<file path="config.mk">
export PLATFORM = sky130hd
export DESIGN_NAME = spf_ctrl
export DESIGN_NICKNAME = d
export VERILOG_FILES = /design/src/design/spf_pkg.sv /design/src/design/spf_ctrl.sv
export SDC_FILE = /design/constraint.sdc
export NUM_CORES = 1
export LEC_CHECK = 0
export ABC_AREA = 1
export BUFFER_PORTS_ARGS = -buffer_cell sky130_fd_sc_hd__buf_2
export CORE_MARGIN = 1
export CORE_UTILIZATION = 43
export CTS_CLUSTER_DIAMETER = 30
export DETAILED_ROUTE_END_ITERATION = 6
export PLACE_DENSITY = 0.74
export REMOVE_ABC_BUFFERS = 1
export SLEW_MARGIN = 20
export SYNTH_ARGS = -nofsm -noshare
export SYNTH_HDL_FRONTEND = slang
export SYNTH_SLANG_ARGS = --single-unit
</file>
<file path="constraint.sdc">
create_clock -name clk -period 1.57 [get_ports clk]
set_clock_uncertainty 0.2 [all_clocks]
set_input_delay 0.0785 -clock clk [delete_from_list [all_inputs] [get_ports clk]]
set_output_delay 0.0785 -clock clk [all_outputs]
set_load 0.01 [all_outputs]
</file>
<file path="src/design/spf_pkg.sv">
// ----------------------------------------------------------------------------
// spf_pkg
// Shared types and constants of the smallest-prime-factor sieve engine.
// ----------------------------------------------------------------------------
package spf_pkg;

    localparam int VAL_W      = 18;
    localparam int TOT_W      = 5;
    localparam int DIST_W     = 3;
    localparam int PCNT_W     = 15;
    localparam int STAT_W     = 2;
    localparam int CFG_ADDR_W = 3;
    localparam int CFG_DATA_W = 32;

    localparam logic [VAL_W-1:0] LIMIT_RESET = 18'd262143;

    // register index decoded from paddr[CFG_ADDR_W-1]
    localparam logic REG_LIMIT = 1'b0;

    localparam logic REQ_BUILD = 1'b0;
    localparam logic REQ_QUERY = 1'b1;

    localparam logic [STAT_W-1:0] STAT_QUERY = 2'd0;
    localparam logic [STAT_W-1:0] STAT_BUILD = 2'd1;
    localparam logic [STAT_W-1:0] STAT_ERROR = 2'd2;

    typedef struct packed {
        logic             req_type;
        logic [VAL_W-1:0] query_value;
    } spf_req_t;

    typedef struct packed {
        logic [STAT_W-1:0] status;
        logic [VAL_W-1:0]  smallest_factor;
        logic [TOT_W-1:0]  factor_total;
        logic [DIST_W-1:0] distinct_total;
        logic [VAL_W-1:0]  first_prime;
        logic [VAL_W-1:0]  second_prime;
        logic [PCNT_W-1:0] primes_found;
    } spf_rsp_t;

    // controller -> datapath
    typedef struct packed {
        logic clr_init;
        logic clr_step;
        logic b_mark;
        logic l_mul;
        logic l_wr;
        logic b_next;
        logic b_fin;
        logic q_init;
        logic q_rd;
        logic q_load_p;
        logic div_start;
        logic q_take;
        logic q_self;
        logic q_rec;
        logic out_bld;
        logic out_err;
        logic out_qry;
    } spf_cmd_t;

    // datapath -> controller
    typedef struct packed {
        logic lim_small;
        logic clr_last;
        logic j_end;
        logic l_stop;
        logic i_last;
        logic q_bad;
        logic rem_le1;
        logic p_ok;
        logic div_done;
        logic div_zero;
    } spf_stat_t;

endpackage

</file>
<file path="src/design/spf_ctrl.sv">
// ----------------------------------------------------------------------------
// spf_ctrl
// Sequencer for table clear, linear sieve and factor query.
// ----------------------------------------------------------------------------
module spf_ctrl
    import spf_pkg::*;
(
    input  logic      clk,
    input  logic      rst_n,
    input  logic      start,
    input  logic      req_type,
    input  spf_stat_t st,
    output spf_cmd_t  cmd,
    output logic      busy,
    output logic      done
);

    typedef enum logic [10:0] {
        S_IDLE   = 11'b00000000001,
        S_CLR    = 11'b00000000010,
        S_BRD    = 11'b00000000100,
        S_BMK    = 11'b00000001000,
        S_LRD    = 11'b00000010000,
        S_LMUL   = 11'b00000100000,
        S_LCHK   = 11'b00001000000,
        S_QRD    = 11'b00010000000,
        S_QCHK   = 11'b00100000000,
        S_QSTART = 11'b01000000000,
        S_QDIV   = 11'b10000000000
    } state_t;

    state_t state_reg, state_next;
    logic   first_reg, first_next;
    logic   done_reg, done_next;
    logic   next_i;

    always_comb
    begin
        state_next = state_reg;
        first_next = first_reg;
        cmd        = '0;
        next_i     = 1'b0;
        unique case (state_reg)
            S_IDLE:
            begin
                if (start)
                begin
                    if (req_type == REQ_BUILD)
                    begin
                        cmd.clr_init = 1'b1;
                        state_next   = S_CLR;
                    end
                    else if (st.q_bad)
                        cmd.out_err = 1'b1;
                    else
                    begin
                        cmd.q_init = 1'b1;
                        state_next = S_QRD;
                    end
                end
            end
            S_CLR:
            begin
                cmd.clr_step = 1'b1;
                if (st.clr_last)
                begin
                    if (st.lim_small)
                    begin
                        cmd.b_fin   = 1'b1;
                        cmd.out_bld = 1'b1;
                        state_next  = S_IDLE;
                    end
                    else
                        state_next = S_BRD;
                end
            end
            S_BRD:
                state_next = S_BMK;
            S_BMK:
            begin
                cmd.b_mark = 1'b1;
                state_next = S_LRD;
            end
            S_LRD:
            begin
                if (st.j_end)
                    next_i = 1'b1;
                else
                    state_next = S_LMUL;
            end
            S_LMUL:
            begin
                cmd.l_mul  = 1'b1;
                state_next = S_LCHK;
            end
            S_LCHK:
            begin
                if (st.l_stop)
                    next_i = 1'b1;
                else
                begin
                    cmd.l_wr   = 1'b1;
                    state_next = S_LRD;
                end
            end
            S_QRD:
            begin
                if (st.rem_le1)
                begin
                    cmd.out_qry = 1'b1;
                    state_next  = S_IDLE;
                end
                else
                begin
                    cmd.q_rd   = 1'b1;
                    state_next = S_QCHK;
                end
            end
            S_QCHK:
            begin
                if (st.p_ok)
                begin
                    cmd.q_load_p = 1'b1;
                    first_next   = 1'b1;
                    state_next   = S_QSTART;
                end
                else
                begin
                    // unusable entry: the remainder itself is the prime
                    cmd.q_self = 1'b1;
                    state_next = S_QRD;
                end
            end
            S_QSTART:
            begin
                cmd.div_start = 1'b1;
                state_next    = S_QDIV;
            end
            S_QDIV:
            begin
                if (st.div_done)
                begin
                    if (st.div_zero)
                    begin
                        cmd.q_take = 1'b1;
                        first_next = 1'b0;
                        state_next = S_QSTART;
                    end
                    else
                    begin
                        cmd.q_self = first_reg;
                        cmd.q_rec  = !first_reg;
                        state_next = S_QRD;
                    end
                end
            end
            default:
                state_next = S_IDLE;
        endcase

        if (next_i)
        begin
            if (st.i_last)
            begin
                cmd.b_fin   = 1'b1;
                cmd.out_bld = 1'b1;
                state_next  = S_IDLE;
            end
            else
            begin
                cmd.b_next = 1'b1;
                state_next = S_BRD;
            end
        end
    end

    assign done_next = cmd.out_bld || cmd.out_err || cmd.out_qry;

    always_ff @(posedge clk or negedge rst_n)
    begin
        if (!rst_n)
        begin
            state_reg <= S_IDLE;
            first_reg <= 1'b0;
            done_reg  <= 1'b0;
        end
        else
        begin
            state_reg <= state_next;
            first_reg <= first_next;
            done_reg  <= done_next;
        end
    end

    assign busy = (state_reg != S_IDLE);
    assign done = done_reg;

    a_build_clears: assert property (@(posedge clk) disable iff (!rst_n)
        start && !busy && (req_type == REQ_BUILD) |=> state_reg == S_CLR)
        else $error("build request did not enter table clear");

    a_div_wait: assert property (@(posedge clk) disable iff (!rst_n)
        (state_reg == S_QDIV) && !st.div_done |=> state_reg == S_QDIV)
        else $error("left division wait before divider finished");

    a_done_cause: assert property (@(posedge clk) disable iff (!rst_n)
        done |-> $past(busy) || $past(start))
        else $error("result word with no request in progress");

endmodule

</file>
==> metrics list, run 1 <==
- For this run the aggregate overflow at the end of global routing stands at 0.
- The first global-routing pass estimated 6020 um of wire.
- DRC viols: 0
* Layout overhead on the synthesized area: 103%
- The filler cells instantiated in the layout total 67.
- CTS Sinks: 13
- Among cell families on the critical path, the largest total delay comes from simple AND/OR/NAND/NOR gates.
- Final worst slack: -0.569 ns
- Number of antenna violations at the first check in global routing: 0
- The clock reaches the later pin of the worst-skew pair after 0.30 ns.
- Average routed wire per standard cell: 23.0 um
* Sw Pwr: 1.14 mW
- Final max-slew violation count: 0
- Of the total synthesized cell area, the portion taken by full adders, half adders and majority gates is 0.
* R2r worst-path depth: 12
- After legalization and detailed placement, the total HPWL measured 1820 um.
- The tree is rooted in a sky130_fd_sc_hd__clkbuf_4.
- Syn Inst Count: about 140
* Path type of the worst min-delay path: input port to asynchronous set/reset pin
- TritonCTS built the clock tree.
- The clock passes through at most 2 buffers.
- Post-Synthesis Cell Area: just over 900 um2
* Total wirelength of the detailed-routed design: about 5600 um
* Setup repair after global routing missed its margin: true
* Number of flip-flops under the largest register name: 11
* Measured slew at the worst slew-check pin: 0.428 ns
- At the end of routability-driven placement, the weighted congestion stood at 0.805.
- The share of the synthesized area in compound gates (AO/OA/AOI/OAI) came to 0.0588.
- Post-DP Area: between 0.001 and 0.0015 mm2
- The startpoint identified for the worst register-to-register timing path is state_reg[6]$_DFFE_PN0P_.
- Violations in the final reports: hold timing, setup timing
- Number of placed instances with taps included: ~210
* Achievable frequency: 467 MHz
* Worst r2r dst: state_reg[0]$_DFFE_PN1P_
- 0 antenna diodes ended up in the layout.
- The routed layout has 1551 vias.
- The via count of the first global-routing pass came to between 1000 and 1500.
* DIE HEIGHT: ~48 um
* Internal power: 1.16 mW
- The final layout contains between 200 and 250 nets.
- The finished cells cover 0.00186 mm2.
* Count of final hold-check violations: 7
- Of the total synthesized cell area, the portion taken by AND, OR, NAND and NOR gates is 0.477.
- The detailed router finished its first iteration with 148 violations.
* Maxcap violations: 0
- Leaving out fill and tap cells, the most frequent cell in the layout is sky130_fd_sc_hd__buf_6.
* Post-route antenna net violation count: 0
- Final setup violation count: 30
* Share of synthesized area spent on multiplexers: 0
- IO Count: 33
- Of the total power, the clock network draws 0.104.
* Slowest library cell on the worst path: sky130_fd_sc_hd__dfrtp_1
* Synthesized area divided by synthesized cell count: 6.73 um2
- Setup Slack @ Placement: -0.131 ns
* Min Tclk post-route: roughly 2.1 ns
- By area, the combinational part of the netlist is dominated by simple AND/OR/NAND/NOR gates.
- Of the synthesized area, sequential elements account for 0.357.
* Sequential share of power: 0.210
* Via density per instance: 6.33
- Entering global routing, the biggest net connects 14 pins.
- Effective utilization at floorplan: 0.461
* Sw frac: 0.497
- The share of total power dissipated in combinational logic is 0.686.
* Peak supply drop: 943 uV
* Crit-path max cell delay: 0.43 ns
- The library cells used most frequently in the layout, excluding fill and tap cells, are sky130_fd_sc_hd__buf_6, sky130_fd_sc_hd__buf_2, sky130_fd_sc_hd__nand2_1.
* Worst Path Buf+Inv: 2
* Count of cell instances traversed by the critical path: 6
- Dividing the final minimum period by the clock period gives 1.36.
- Xor and xnor fraction of the mapped netlist area: 0
- Critical path class: flop to output port
- Kind of end point of the critical path: output port
* Synth warn: 0
* Worst Hold Margin: -0.00458 ns
- For the worst setup path, the data arrival time is between 1.5 and 2 ns.
- For this design the static power due to leakage is 1.06 nW.
- In this run, synthesis produced a sequential element count of 13.
- Die area: 0.00232 mm2
* Crit path cell chain: nor2_2, nand2_4, nor3_4, inv_2, nor4_2, buf_2
* Max FO, Critical Path: 4
- All-layer global routing usage: 0.400
* Outcome: complete, but fails checks
* Max H-tree Level: 1
* Total clock buffers created by CTS: 3
* Horizontal extent of the die: 48.1 um
- Measured on the finished design, the core utilization comes to 0.939.
- The region available for standard cell placement spans about 0.0020 mm2.
- Clock transition at path regs: 0.10 ns
* Final std cells w/o fill: 245
* Startpoint type of the worst setup path: flop
- The sequential cells in the finished layout cover a total of 327 um2.
- Synthesis instantiated 26 different standard cells from the library.
- Layout cells sized above 1: 0.619
- Setup slack of the most critical reg-to-reg path: -0.43 ns
* Count of input and output buffers: 32
- Before antenna repair, the detailed router went through 5 iterations.
- Site Rows: 16
* Relative slew slack: 0.713
* Total power divided by cell area: 1240 mW/mm2
- In the final layout, the multi-input gates occupy 726 um2.
- Power, Total: 2.30 mW
- For the worst setup path, the data required time is 1.29 ns.
==> worst register-to-register path, stage by stage, from the launching register on <==
cell                      delay [ns]
sky130_fd_sc_hd__dfrtp_1        0.43
sky130_fd_sc_hd__nor2_2         0.19
sky130_fd_sc_hd__nand2_4        0.11
sky130_fd_sc_hd__nor2_4         0.21
sky130_fd_sc_hd__buf_6          0.14
sky130_fd_sc_hd__nand2_4        0.05
sky130_fd_sc_hd__buf_4          0.14
sky130_fd_sc_hd__nand2_1        0.10
sky130_fd_sc_hd__nor2_1         0.07
sky130_fd_sc_hd__nand3_1        0.10
sky130_fd_sc_hd__nand2_1        0.06
sky130_fd_sc_hd__nand2_1        0.07
sky130_fd_sc_hd__nand2_1        0.05
==> synthesized netlist by cell type <==
cell / instances / share of area
sky130_fd_sc_hd__nand2_1: 35 / 0.14
sky130_fd_sc_hd__nor2_1: 24 / 0.098
sky130_fd_sc_hd__inv_1: 23 / 0.094
sky130_fd_sc_hd__dfrtp_1: 12 / 0.33
sky130_fd_sc_hd__nand3_1: 6 / 0.033
sky130_fd_sc_hd__nand2_2: 5 / 0.034
sky130_fd_sc_hd__nor3_1: 4 / 0.022
sky130_fd_sc_hd__nor2_2: 3 / 0.021
sky130_fd_sc_hd__a21oi_1: 2 / 0.011
sky130_fd_sc_hd__nand3_2: 2 / 0.022
sky130_fd_sc_hd__nand4_1: 2 / 0.014
sky130_fd_sc_hd__nor2_4: 2 / 0.025
sky130_fd_sc_hd__nor4_1: 2 / 0.014
sky130_fd_sc_hd__o21ai_0: 2 / 0.011
sky130_fd_sc_hd__a211oi_1: 1 / 0.0082
sky130_fd_sc_hd__a21oi_2: 1 / 0.0096
sky130_fd_sc_hd__a31o_2: 1 / 0.0096
sky130_fd_sc_hd__and2_1: 1 / 0.0068
sky130_fd_sc_hd__buf_4: 1 / 0.0082
sky130_fd_sc_hd__dfstp_2: 1 / 0.029
sky130_fd_sc_hd__inv_2: 1 / 0.0041
sky130_fd_sc_hd__nand2_4: 1 / 0.012
sky130_fd_sc_hd__nor3_4: 1 / 0.018
sky130_fd_sc_hd__nor3b_1: 1 / 0.0082
sky130_fd_sc_hd__o21ai_2: 1 / 0.0096
sky130_fd_sc_hd__or2_1: 1 / 0.0068
==> layer usage <==
| layer | track usage | routed length [um] | share of wire | vias up |
|---|---|---|---|---|
| met4 | 0.250 | 558 | 0.099 | 0 |
| met1 | 0.445 | 1840 | 0.33 | 688 |
| li1 | - | - | - | 584 |
| met2 | 0.643 | 2470 | 0.44 | 196 |
| met3 | 0.148 | 776 | 0.14 | 83 |
| met5 | 0.0250 | 0 | 0 | - |
==> layout make-up <==
class	count	share of cell area
tap	27	0.0182
clock buffer	4	0.0141
timing repair buffer	79	0.351
inverter	24	0.0511
sequential	13	0.176
multi-input combinational	98	0.390
==> stage by stage <==
step | setup TNS (ns) | hold slack, ns
2_1_floorplan | -0.0748 | -0.417
3_3_place_gp | -0.615 | -0.222
3_5_place_dp | -1.12 | -0.208
4_1_cts | -5.94 | 0.0252
5_1_grt | -13.11 | 0.0679
6_report | -11.01 | -0.00458
==> how the worst max path moves through the flow <==
stage                              from       to  slack, ns
5_1_grt        state_reg[5]$_DFFE_PN0P_  cmd[10]      -0.67
3_3_place_gp   state_reg[9]$_DFFE_PN0P_   cmd[2]      -0.10
4_1_cts        state_reg[3]$_DFFE_PN0P_   cmd[9]      -0.37
3_5_place_dp   state_reg[9]$_DFFE_PN0P_  cmd[10]      -0.13
6_report       state_reg[6]$_DFFE_PN0P_   cmd[9]      -0.57
2_1_floorplan  state_reg[9]$_DFFE_PN0P_   cmd[9]      -0.07
==> kinds of logic (layout without fill, tap and decap cells) <==
logic type	after synthesis	count (layout)
DFF	13	13
buffers and inverters	25	107
AOI/OAI and AO/OA	8	8
and+or+nand+nor	90	90
==> what timing repair did <==
item | CTS | global route
pin swaps | 14 | 10
gates resized for setup | 60 | 34
setup buffers | 18 | 8
hold buffers | 9 | 0
setup endpoints to repair | 27 | 31
hold endpoints to repair | 20 | 0
==> power groups by stage <==
stage / Clock, mW / Sequential (mW) / Combinational, mW
after global placement: 0 / 0.448 / 0.769
final: 0.241 / 0.484 / 1.58
after floorplan: 0 / 0.450 / 0.502
after CTS: 0.218 / 0.455 / 1.20
after detailed placement: 0 / 0.450 / 0.789
after global routing: 0.247 / 0.484 / 1.62
Note: power is estimated with default switching activity, not from simulation.
==> run 2: changes to the inputs <==
CTS_CLUSTER_SIZE = 25   (was not set)
GPL_ROUTABILITY_DRIVEN = 0   (was not set)
PLACE_DENSITY = 0.73   (was 0.74)
==> metrics list, run 2 (synthesis results as in run 1) <==
* DIE HEIGHT: 48.1 um (unchanged)
- Layout overhead on the synthesized area: 85.2% (was 103%)
- Arrival time worst endpoint: 1.68 ns (was 1.86 ns)
- Via density per instance: 4.88 (was 6.33)
* Startpoint type of the worst setup path: flop (unchanged)
- The critical path endpoint category is an output port (unchanged).
* Slowest library cell on the worst path: sky130_fd_sc_hd__dfrtp_1 (unchanged)
- The type of the worst setup path was flop to output port (unchanged).
* Starting DRC count in detailed routing: 22 (was 148)
- The finished layout cell area was 0.00169 mm2 (was 0.00186 mm2).
- Clock transition at path regs: 0.09 ns (was 0.10 ns)
- Overflow left after global routing: 0 (unchanged)
- The gate family responsible for the most delay along the worst path is simple AND/OR/NAND/NOR gates (unchanged).
- Site Rows: 16 (unchanged)
- Layout cells sized above 1: 0.586 (was 0.619)
* Maxcap violations: 0 (unchanged)
- The achievable clock frequency came to 510 MHz (was 467 MHz).
* Reg2reg start: state_reg[7]$_DFFE_PN0P_ (was state_reg[6]$_DFFE_PN0P_)
* Most frequent cells in the layout: sky130_fd_sc_hd__buf_2, sky130_fd_sc_hd__nand2_1, sky130_fd_sc_hd__buf_4 (was sky130_fd_sc_hd__buf_6, sky130_fd_sc_hd__buf_2, sky130_fd_sc_hd__nand2_1)
- The first-pass GRT wire length was 4530 um (was 6020 um).
- The total power after layout came to 1.95 mW (was 2.30 mW).
- The number of top-level design ports came to 33 (unchanged).
* Maximum number of pins on one net before global-route repair: 14 (unchanged)
- Max FO, Critical Path: 4 (unchanged)
- Crit path cell chain: nor2_4, nand2_2, nor2_4, nand3_2, nand2_2, nand2_2, nand2_1, buf_2 (was nor2_2, nand2_4, nor3_4, inv_2, nor4_2, buf_2).
- CTS tree: yes (unchanged)
- Final worst slack: -0.390 ns (was -0.569 ns)
- CP dominant cell by count: sky130_fd_sc_hd__nand2_2
- Source-to-sink clock delay at the later pin of the worst-skew pair: 0.27 ns (was 0.30 ns)
* Worst Hold Margin: 0.0127 ns (was -0.00458 ns)
- P_leak: 0.993 nW (was 1.06 nW)
- The buffer depth of the longest clock path is 2 (unchanged).
- Setup slack of the most critical reg-to-reg path: -0.22 ns (was -0.43 ns)
- The CTS buffer count is 3 (unchanged).
- The clock sink count was 13 (unchanged).
- Setup Slack @ Placement: -0.187 ns (was -0.131 ns)
* Max H-tree Level: 1 (unchanged)
* Post-DP Area: 0.00124 mm2 (was 0.00123 mm2)
- Die area: 0.00232 mm2 (unchanged)
- Total wirelength of the detailed-routed design: 3280 um (was 5650 um)
- Most common library cell in the layout ignoring fill and taps: sky130_fd_sc_hd__buf_2 (was sky130_fd_sc_hd__buf_6)
* Cell chosen for the clock root: sky130_fd_sc_hd__clkbuf_4 (unchanged)
- The die width came to 48.1 um (unchanged).
- The via count of the first global-routing pass is 1080 (was 1323).
- Tcrit/Tclk final: 1.25 (was 1.36)
- Outcome: complete, but fails checks (unchanged).
- The HPWL reported at the end of detailed placement came to 1970 um (was 1820 um).
- Number of flip-flops under the largest register name: 11 (unchanged)
- The path type of the worst min-delay path is input port to asynchronous set/reset pin (unchanged).
- The slew at the pin closest to its max-slew limit came to 0.309 ns (was 0.428 ns).
- The endpoint of the worst-slack reg-to-reg timing path is state_reg[0]$_DFFE_PN1P_ (unchanged).
* Effective utilization at floorplan: 0.461 (unchanged)
- The number of vias in the routed layout came to 1156 (was 1551).
- The count of nets left with antenna violations after detail routing is 0 (unchanged).
- The number of nets in the final layout came to 225 (was 233).
- The first-pass iteration count of the detailed router is 4 (was 5).
* Number of diodes: 0 (unchanged)
- The relative max-transition margin is 0.794 (was 0.713).
* R2r worst-path depth: 13 (was 12)
* All-layer global routing usage: 0.283 (was 0.400)
- Min Tclk post-route: 1.96 ns (was 2.14 ns)
* Count of final hold-check violations: 0 (was 7)
- Average routed wire per standard cell: 13.9 um (was 23.0 um)
* Final max-slew violation count: 0 (unchanged)
- Crit-path max cell delay: 0.43 ns (about the same)
* Core area: 0.00198 mm2 (unchanged)
- Peak supply drop: 770 uV (was 943 uV)
- Number of antenna violations at the first check in global routing: 0 (unchanged)
* Total power divided by cell area: 1150 mW/mm2 (was 1240 mW/mm2)
* Worst Path Buf+Inv: 1 (was 2)
- Count of input and output buffers: 32 (unchanged)
- Util after Layout: 0.855 (was 0.939)
* Setup repair after global routing missed its margin: true (unchanged)
- Final setup violation count: 26 (was 30)
* Critical path data required time: 1.29 ns (about the same)
- Violations in the final reports: setup timing (was hold timing, setup timing)
* DRC viols: 0 (unchanged)
## run 2: repair_timing
item / 4_1_cts / 5_1_grt
resized for setup: 45 / 23
pin swaps: 23 / 9
hold endpoints to repair: 19 / 0
hold buffers: 9 / 0
gates cloned: 0 / 0
setup buffers: 11 / 3
endpoints found under the setup margin: 28 / 28
## run 2: final cells by class
class / count / area (um2)
Inverter: 24 / 100
Fill cell: 105 / 288
Multi-Input combinational cell: 98 / 673
Timing Repair Buffer: 71 / 533
Clock buffer: 4 / 26.3
Tap cell: 27 / 33.8
Sequential cell: 13 / 328
## run 2: layer usage
| layer | GRT usage | vias up | routed length (um) |
|---|---|---|---|
| met5 | 0 | - | 0 |
| met4 | 0.0611 | 0 | 31 |
| met3 | 0.0444 | 6 | 174 |
| met2 | 0.557 | 51 | 1840 |
| met1 | 0.317 | 527 | 1240 |
| li1 | - | 572 | - |
## run 2: how the worst max path moves through the flow
stage,startpoint,end,slack (ns),cells past startpoint
2_1_floorplan,state_reg[9]$_DFFE_PN0P_,cmd[9],-0.07,5
3_3_place_gp,state_reg[4]$_DFFE_PN0P_,state_reg[0]$_DFFE_PN1P_,-0.11,10
3_5_place_dp,state_reg[7]$_DFFE_PN0P_,cmd[4],-0.19,7
4_1_cts,state_reg[0]$_DFFE_PN1P_,cmd[9],-0.31,5
5_1_grt,state_reg[9]$_DFFE_PN0P_,cmd[10],-0.48,8
6_report,state_reg[3]$_DFFE_PN0P_,cmd[10],-0.39,8
## run 2: report_power, final
part	internal (mW)	switching [mW]	total, mW
Combinational	0.559	0.692	1.25
Clock	0.0984	0.118	0.216
Sequential	0.408	0.0713	0.480
## run 2: per-stage QoR
stage,setup TNS [ns],cells
final,-5.97,237
after global routing,-8.21,237
after global placement,-0.671,211
after detailed placement,-1.54,211
after CTS,-4.89,234
after floorplan,-0.0748,135
## run 2: worst reg2reg max path: stages, from the launching register on
cell	delay (ns)
sky130_fd_sc_hd__dfrtp_1	0.43
sky130_fd_sc_hd__buf_6	0.15
sky130_fd_sc_hd__inv_4	0.04
sky130_fd_sc_hd__nand2_4	0.09
sky130_fd_sc_hd__nor2_4	0.05
sky130_fd_sc_hd__buf_4	0.12
sky130_fd_sc_hd__buf_4	0.13
sky130_fd_sc_hd__nand2_4	0.06
sky130_fd_sc_hd__nand2_2	0.07
sky130_fd_sc_hd__nor2_2	0.14
sky130_fd_sc_hd__nand3_2	0.08
sky130_fd_sc_hd__nand2_1	0.07
sky130_fd_sc_hd__nand2_1	0.05
sky130_fd_sc_hd__nand2_1	0.06
==> run 3: changes to the inputs <==
CORE_UTILIZATION = 30   (was 43)
HOLD_SLACK_MARGIN = 0.1   (was not set)
PLACE_DENSITY = 0.54   (was 0.73)
==> metrics list, run 3 (synthesis results as in run 1) <==
- Most common library cell in the layout ignoring fill and taps: sky130_fd_sc_hd__buf_6 (was sky130_fd_sc_hd__buf_2)
- The flip-flop count of the largest register, all copies and words added came to 11 (unchanged).
- Site Rows: 19 (was 16)
- Number of antenna violations at the first check in global routing: 0 (unchanged)
- The number of max-capacitance violations reported is 0 (unchanged).
- Fillcell total: 219 (was 105)
- Slowest library cell on the worst path: sky130_fd_sc_hd__dfrtp_1 (unchanged)
- The slew at the pin closest to its max-slew limit came to 0.582 ns (was 0.309 ns).
- The worst hold slack was 0.163 ns (was 0.0127 ns).
- Critical path destination: cmd[16] (was cmd[10])
- The die width came to 57.2 um (was 48.1 um).
* Core area: 0.00283 mm2 (was 0.00198 mm2)
- Setup repair after global routing missed its margin: true (unchanged)
- Reg2reg start: state_reg[3]$_DFFE_PN0P_ (was state_reg[7]$_DFFE_PN0P_)
- The required arrival time at the worst endpoint came to 1.29 ns (about the same).
* Final worst slack: -0.424 ns (was -0.390 ns)
- The path type of the worst min-delay path is input port to flop (was input port to asynchronous set/reset pin).
* Tcrit/Tclk final: 1.27 (was 1.25)
- DRC viols: 2 (was 0)
* Min Tclk post-route: 1.99 ns (was 1.96 ns)
* Via density per instance: 4.73 (was 4.88)
* Worst r2r dst: state_reg[0]$_DFFE_PN1P_ (unchanged)
- Post-route antenna net violation count: 0 (unchanged)
- Met1 Track Usage GR: 0.223 (was 0.317)
- Cell chosen for the clock root: sky130_fd_sc_hd__clkbuf_4 (unchanged)
- Total power divided by cell area: 1090 mW/mm2 (was 1150 mW/mm2)
* Clock transition at path regs: 0.08 ns (was 0.09 ns)
* Most crowded layer after global routing: met2 (unchanged)
- Total number of vias: 1229 (was 1156)
- Die area: 0.00327 mm2 (was 0.00232 mm2)
- Maximum number of pins on one net before global-route repair: 13 (was 14)
- Number of global-route vias before repair: 1257 (was 1080)
* Relative slew slack: 0.611 (was 0.794)
- Starting DRC count in detailed routing: 35 (was 22)
- The CTS buffer count was 3 (unchanged).
- First-pass DRT Iterations: 6 (was 4)
* Total wirelength of the detailed-routed design: 3600 um (was 3280 um)
* Power, Total: 2.19 mW (was 1.95 mW)
- CTS Sinks: 13 (unchanged)
* Worst-case clock buffer depth: 2 (unchanged)
- DIE HEIGHT: 57.2 um (was 48.1 um)
- The total number of cells along the worst setup path came to 7 (was 8).
- The ratio of cells with drive above 1 in the final layout is 0.629 (was 0.586).
- Count of input and output buffers: 32 (unchanged)
- Arrival time worst endpoint: 1.72 ns (was 1.68 ns)
- Met3 usage: 0.0272 (was 0.0444)
- The initial standard-cell utilization of the core was 0.323 (was 0.461).
* Outcome: complete, but fails checks (unchanged)
* Final setup violation count: 29 (was 26)
- The number of nets in the final layout is 244 (was 225).
- The area growth from synthesis to final layout is 119% (was 85.2%).
* Worst setup path start: state_reg[4]$_DFFE_PN0P_ (was state_reg[3]$_DFFE_PN0P_)
* Max H-tree Level: 1 (unchanged)
- Setup Slack @ Placement: -0.159 ns (was -0.187 ns)
* Max FO, Critical Path: 3 (was 4)
- Peak supply drop: 839 uV (was 770 uV)
- Crit path cell chain: nor2_2, nand2_2, nor3_4, buf_4, nand2_1, nor2_1, buf_2 (was nor2_4, nand2_2, nor2_4, nand3_2, nand2_2, nand2_2, nand2_1, buf_2)
* Number of diodes: 0 (unchanged)
* Kind of end point of the critical path: output port (unchanged)
- The number of buffers and inverters on the critical path was 2 (was 1).
- The first-pass GRT wire length was 5160 um (was 4530 um).
- The gate family responsible for the most delay along the worst path is simple AND/OR/NAND/NOR gates (unchanged).
- The number of top-level design ports came to 33 (unchanged).
- P_leak: 1.13 nW (was 0.993 nW)
* Source-to-sink clock delay at the later pin of the worst-skew pair: 0.27 ns (about the same)
- The number of slew-limit violations in the final report is 0 (unchanged).
- Count of final hold-check violations: 0 (unchanged)
- Violations in the final reports: DRC, setup timing (was setup timing).
* All-layer global routing usage: 0.206 (was 0.283)
* Average routed wire per standard cell: 13.8 um (was 13.9 um)
- The final global-route overflow total came to 0 (unchanged).
- The type of the worst setup path is flop to output port (unchanged).
* Met2 GRT Util: 0.385 (was 0.557)
* Achievable frequency: 502 MHz (was 510 MHz)
- R2r worst-path depth: 13 (unchanged)
- The CTS tree is yes (unchanged).
- The HPWL reported at the end of detailed placement came to 1990 um (was 1970 um).
- Setup slack of the most critical reg-to-reg path: -0.23 ns (was -0.22 ns)
- The maximum cell stage delay along the critical path came to 0.41 ns (was 0.43 ns).
- Total negative slack: -7.46 ns (was -5.97 ns)
- The kind of start point of the critical path is a flop (unchanged).
* Most frequent cells in the layout: sky130_fd_sc_hd__buf_6, sky130_fd_sc_hd__buf_2, sky130_fd_sc_hd__buf_4 (was sky130_fd_sc_hd__buf_2, sky130_fd_sc_hd__nand2_1, sky130_fd_sc_hd__buf_4)
[run 3: cell count changes in the layout (fill, tap and decap cells not counted), moves of 3 or more]
cell	previous run	this run
sky130_fd_sc_hd__buf_2	29	23
sky130_fd_sc_hd__nor2_1	16	13
sky130_fd_sc_hd__inv_2	3	6
sky130_fd_sc_hd__dlygate4sd3_1	9	13
sky130_fd_sc_hd__nand3_2	7	3
sky130_fd_sc_hd__nand2_1	25	22
sky130_fd_sc_hd__nand3_4	0	3
sky130_fd_sc_hd__buf_6	10	31
[run 3: how the worst min path moves through the flow]
| stage | cells after the start | endpoint | from | slack, ns |
|---|---|---|---|---|
| finish | 6 | state_reg[5]$_DFFE_PN0P_ | st[7] | 0.16 |
| global route | 6 | state_reg[5]$_DFFE_PN0P_ | st[7] | 0.17 |
| CTS | 6 | state_reg[5]$_DFFE_PN0P_ | st[7] | 0.12 |
| detailed placement | 1 | state_reg[4]$_DFFE_PN0P_ | rst_n | -0.21 |
| global placement | 1 | state_reg[4]$_DFFE_PN0P_ | rst_n | -0.21 |
| floorplan | 0 | done$_DFF_PN0_ | rst_n | -0.42 |
[run 3: final cells by class]
type / instances / area [um2] / area share
Sequential cell: 13 / 327 / 0.163
Clock buffer: 4 / 26.3 / 0.0131
Inverter: 24 / 97.6 / 0.0488
Multi-Input combinational cell: 98 / 743 / 0.372
Tap cell: 31 / 38.8 / 0.0194
Timing Repair Buffer: 90 / 767 / 0.384
[run 3: per-layer routing]
| metal | up-vias | wire (um) |
|---|---|---|
| li1 | 609 | - |
| met1 | 575 | 1340 |
| met2 | 39 | 2070 |
| met3 | 6 | 131 |
| met4 | 0 | 53 |
| met5 | - | 0 |
[run 3: what timing repair did]
action                                 in CTS  in global routing
endpoints found under the hold margin      22                  0
hold buffers                               13                  0
pin swaps                                  12                 19
setup buffers                              15                 15
setup endpoints to repair                  28                 30
gates resized for setup                    54                 50
[run 3: metrics by stage]
step / area (um2) / utilization / cells
2_1_floorplan: 907 / - / 135
3_3_place_gp: 1250 / 0.441 / 217
5_1_grt: 2000 / 0.707 / 260
6_report: 2000 / 0.707 / 260
3_5_place_dp: 1250 / 0.441 / 217
4_1_cts: 1720 / 0.609 / 248
[run 3: report_power, final]
group,switching (mW),internal (mW)
Sequential,0.0500,0.408
Clock,0.106,0.0983
Combinational,0.783,0.741
Total,0.939,1.25
[run 3: tightest hold or removal path, cell delays in order]
cell	delay, ns
sky130_fd_sc_hd__buf_2	0.09
sky130_fd_sc_hd__nand3_2	0.09
sky130_fd_sc_hd__nand2_2	0.11
sky130_fd_sc_hd__buf_6	0.12
sky130_fd_sc_hd__buf_6	0.09
sky130_fd_sc_hd__nor2_2	0.03
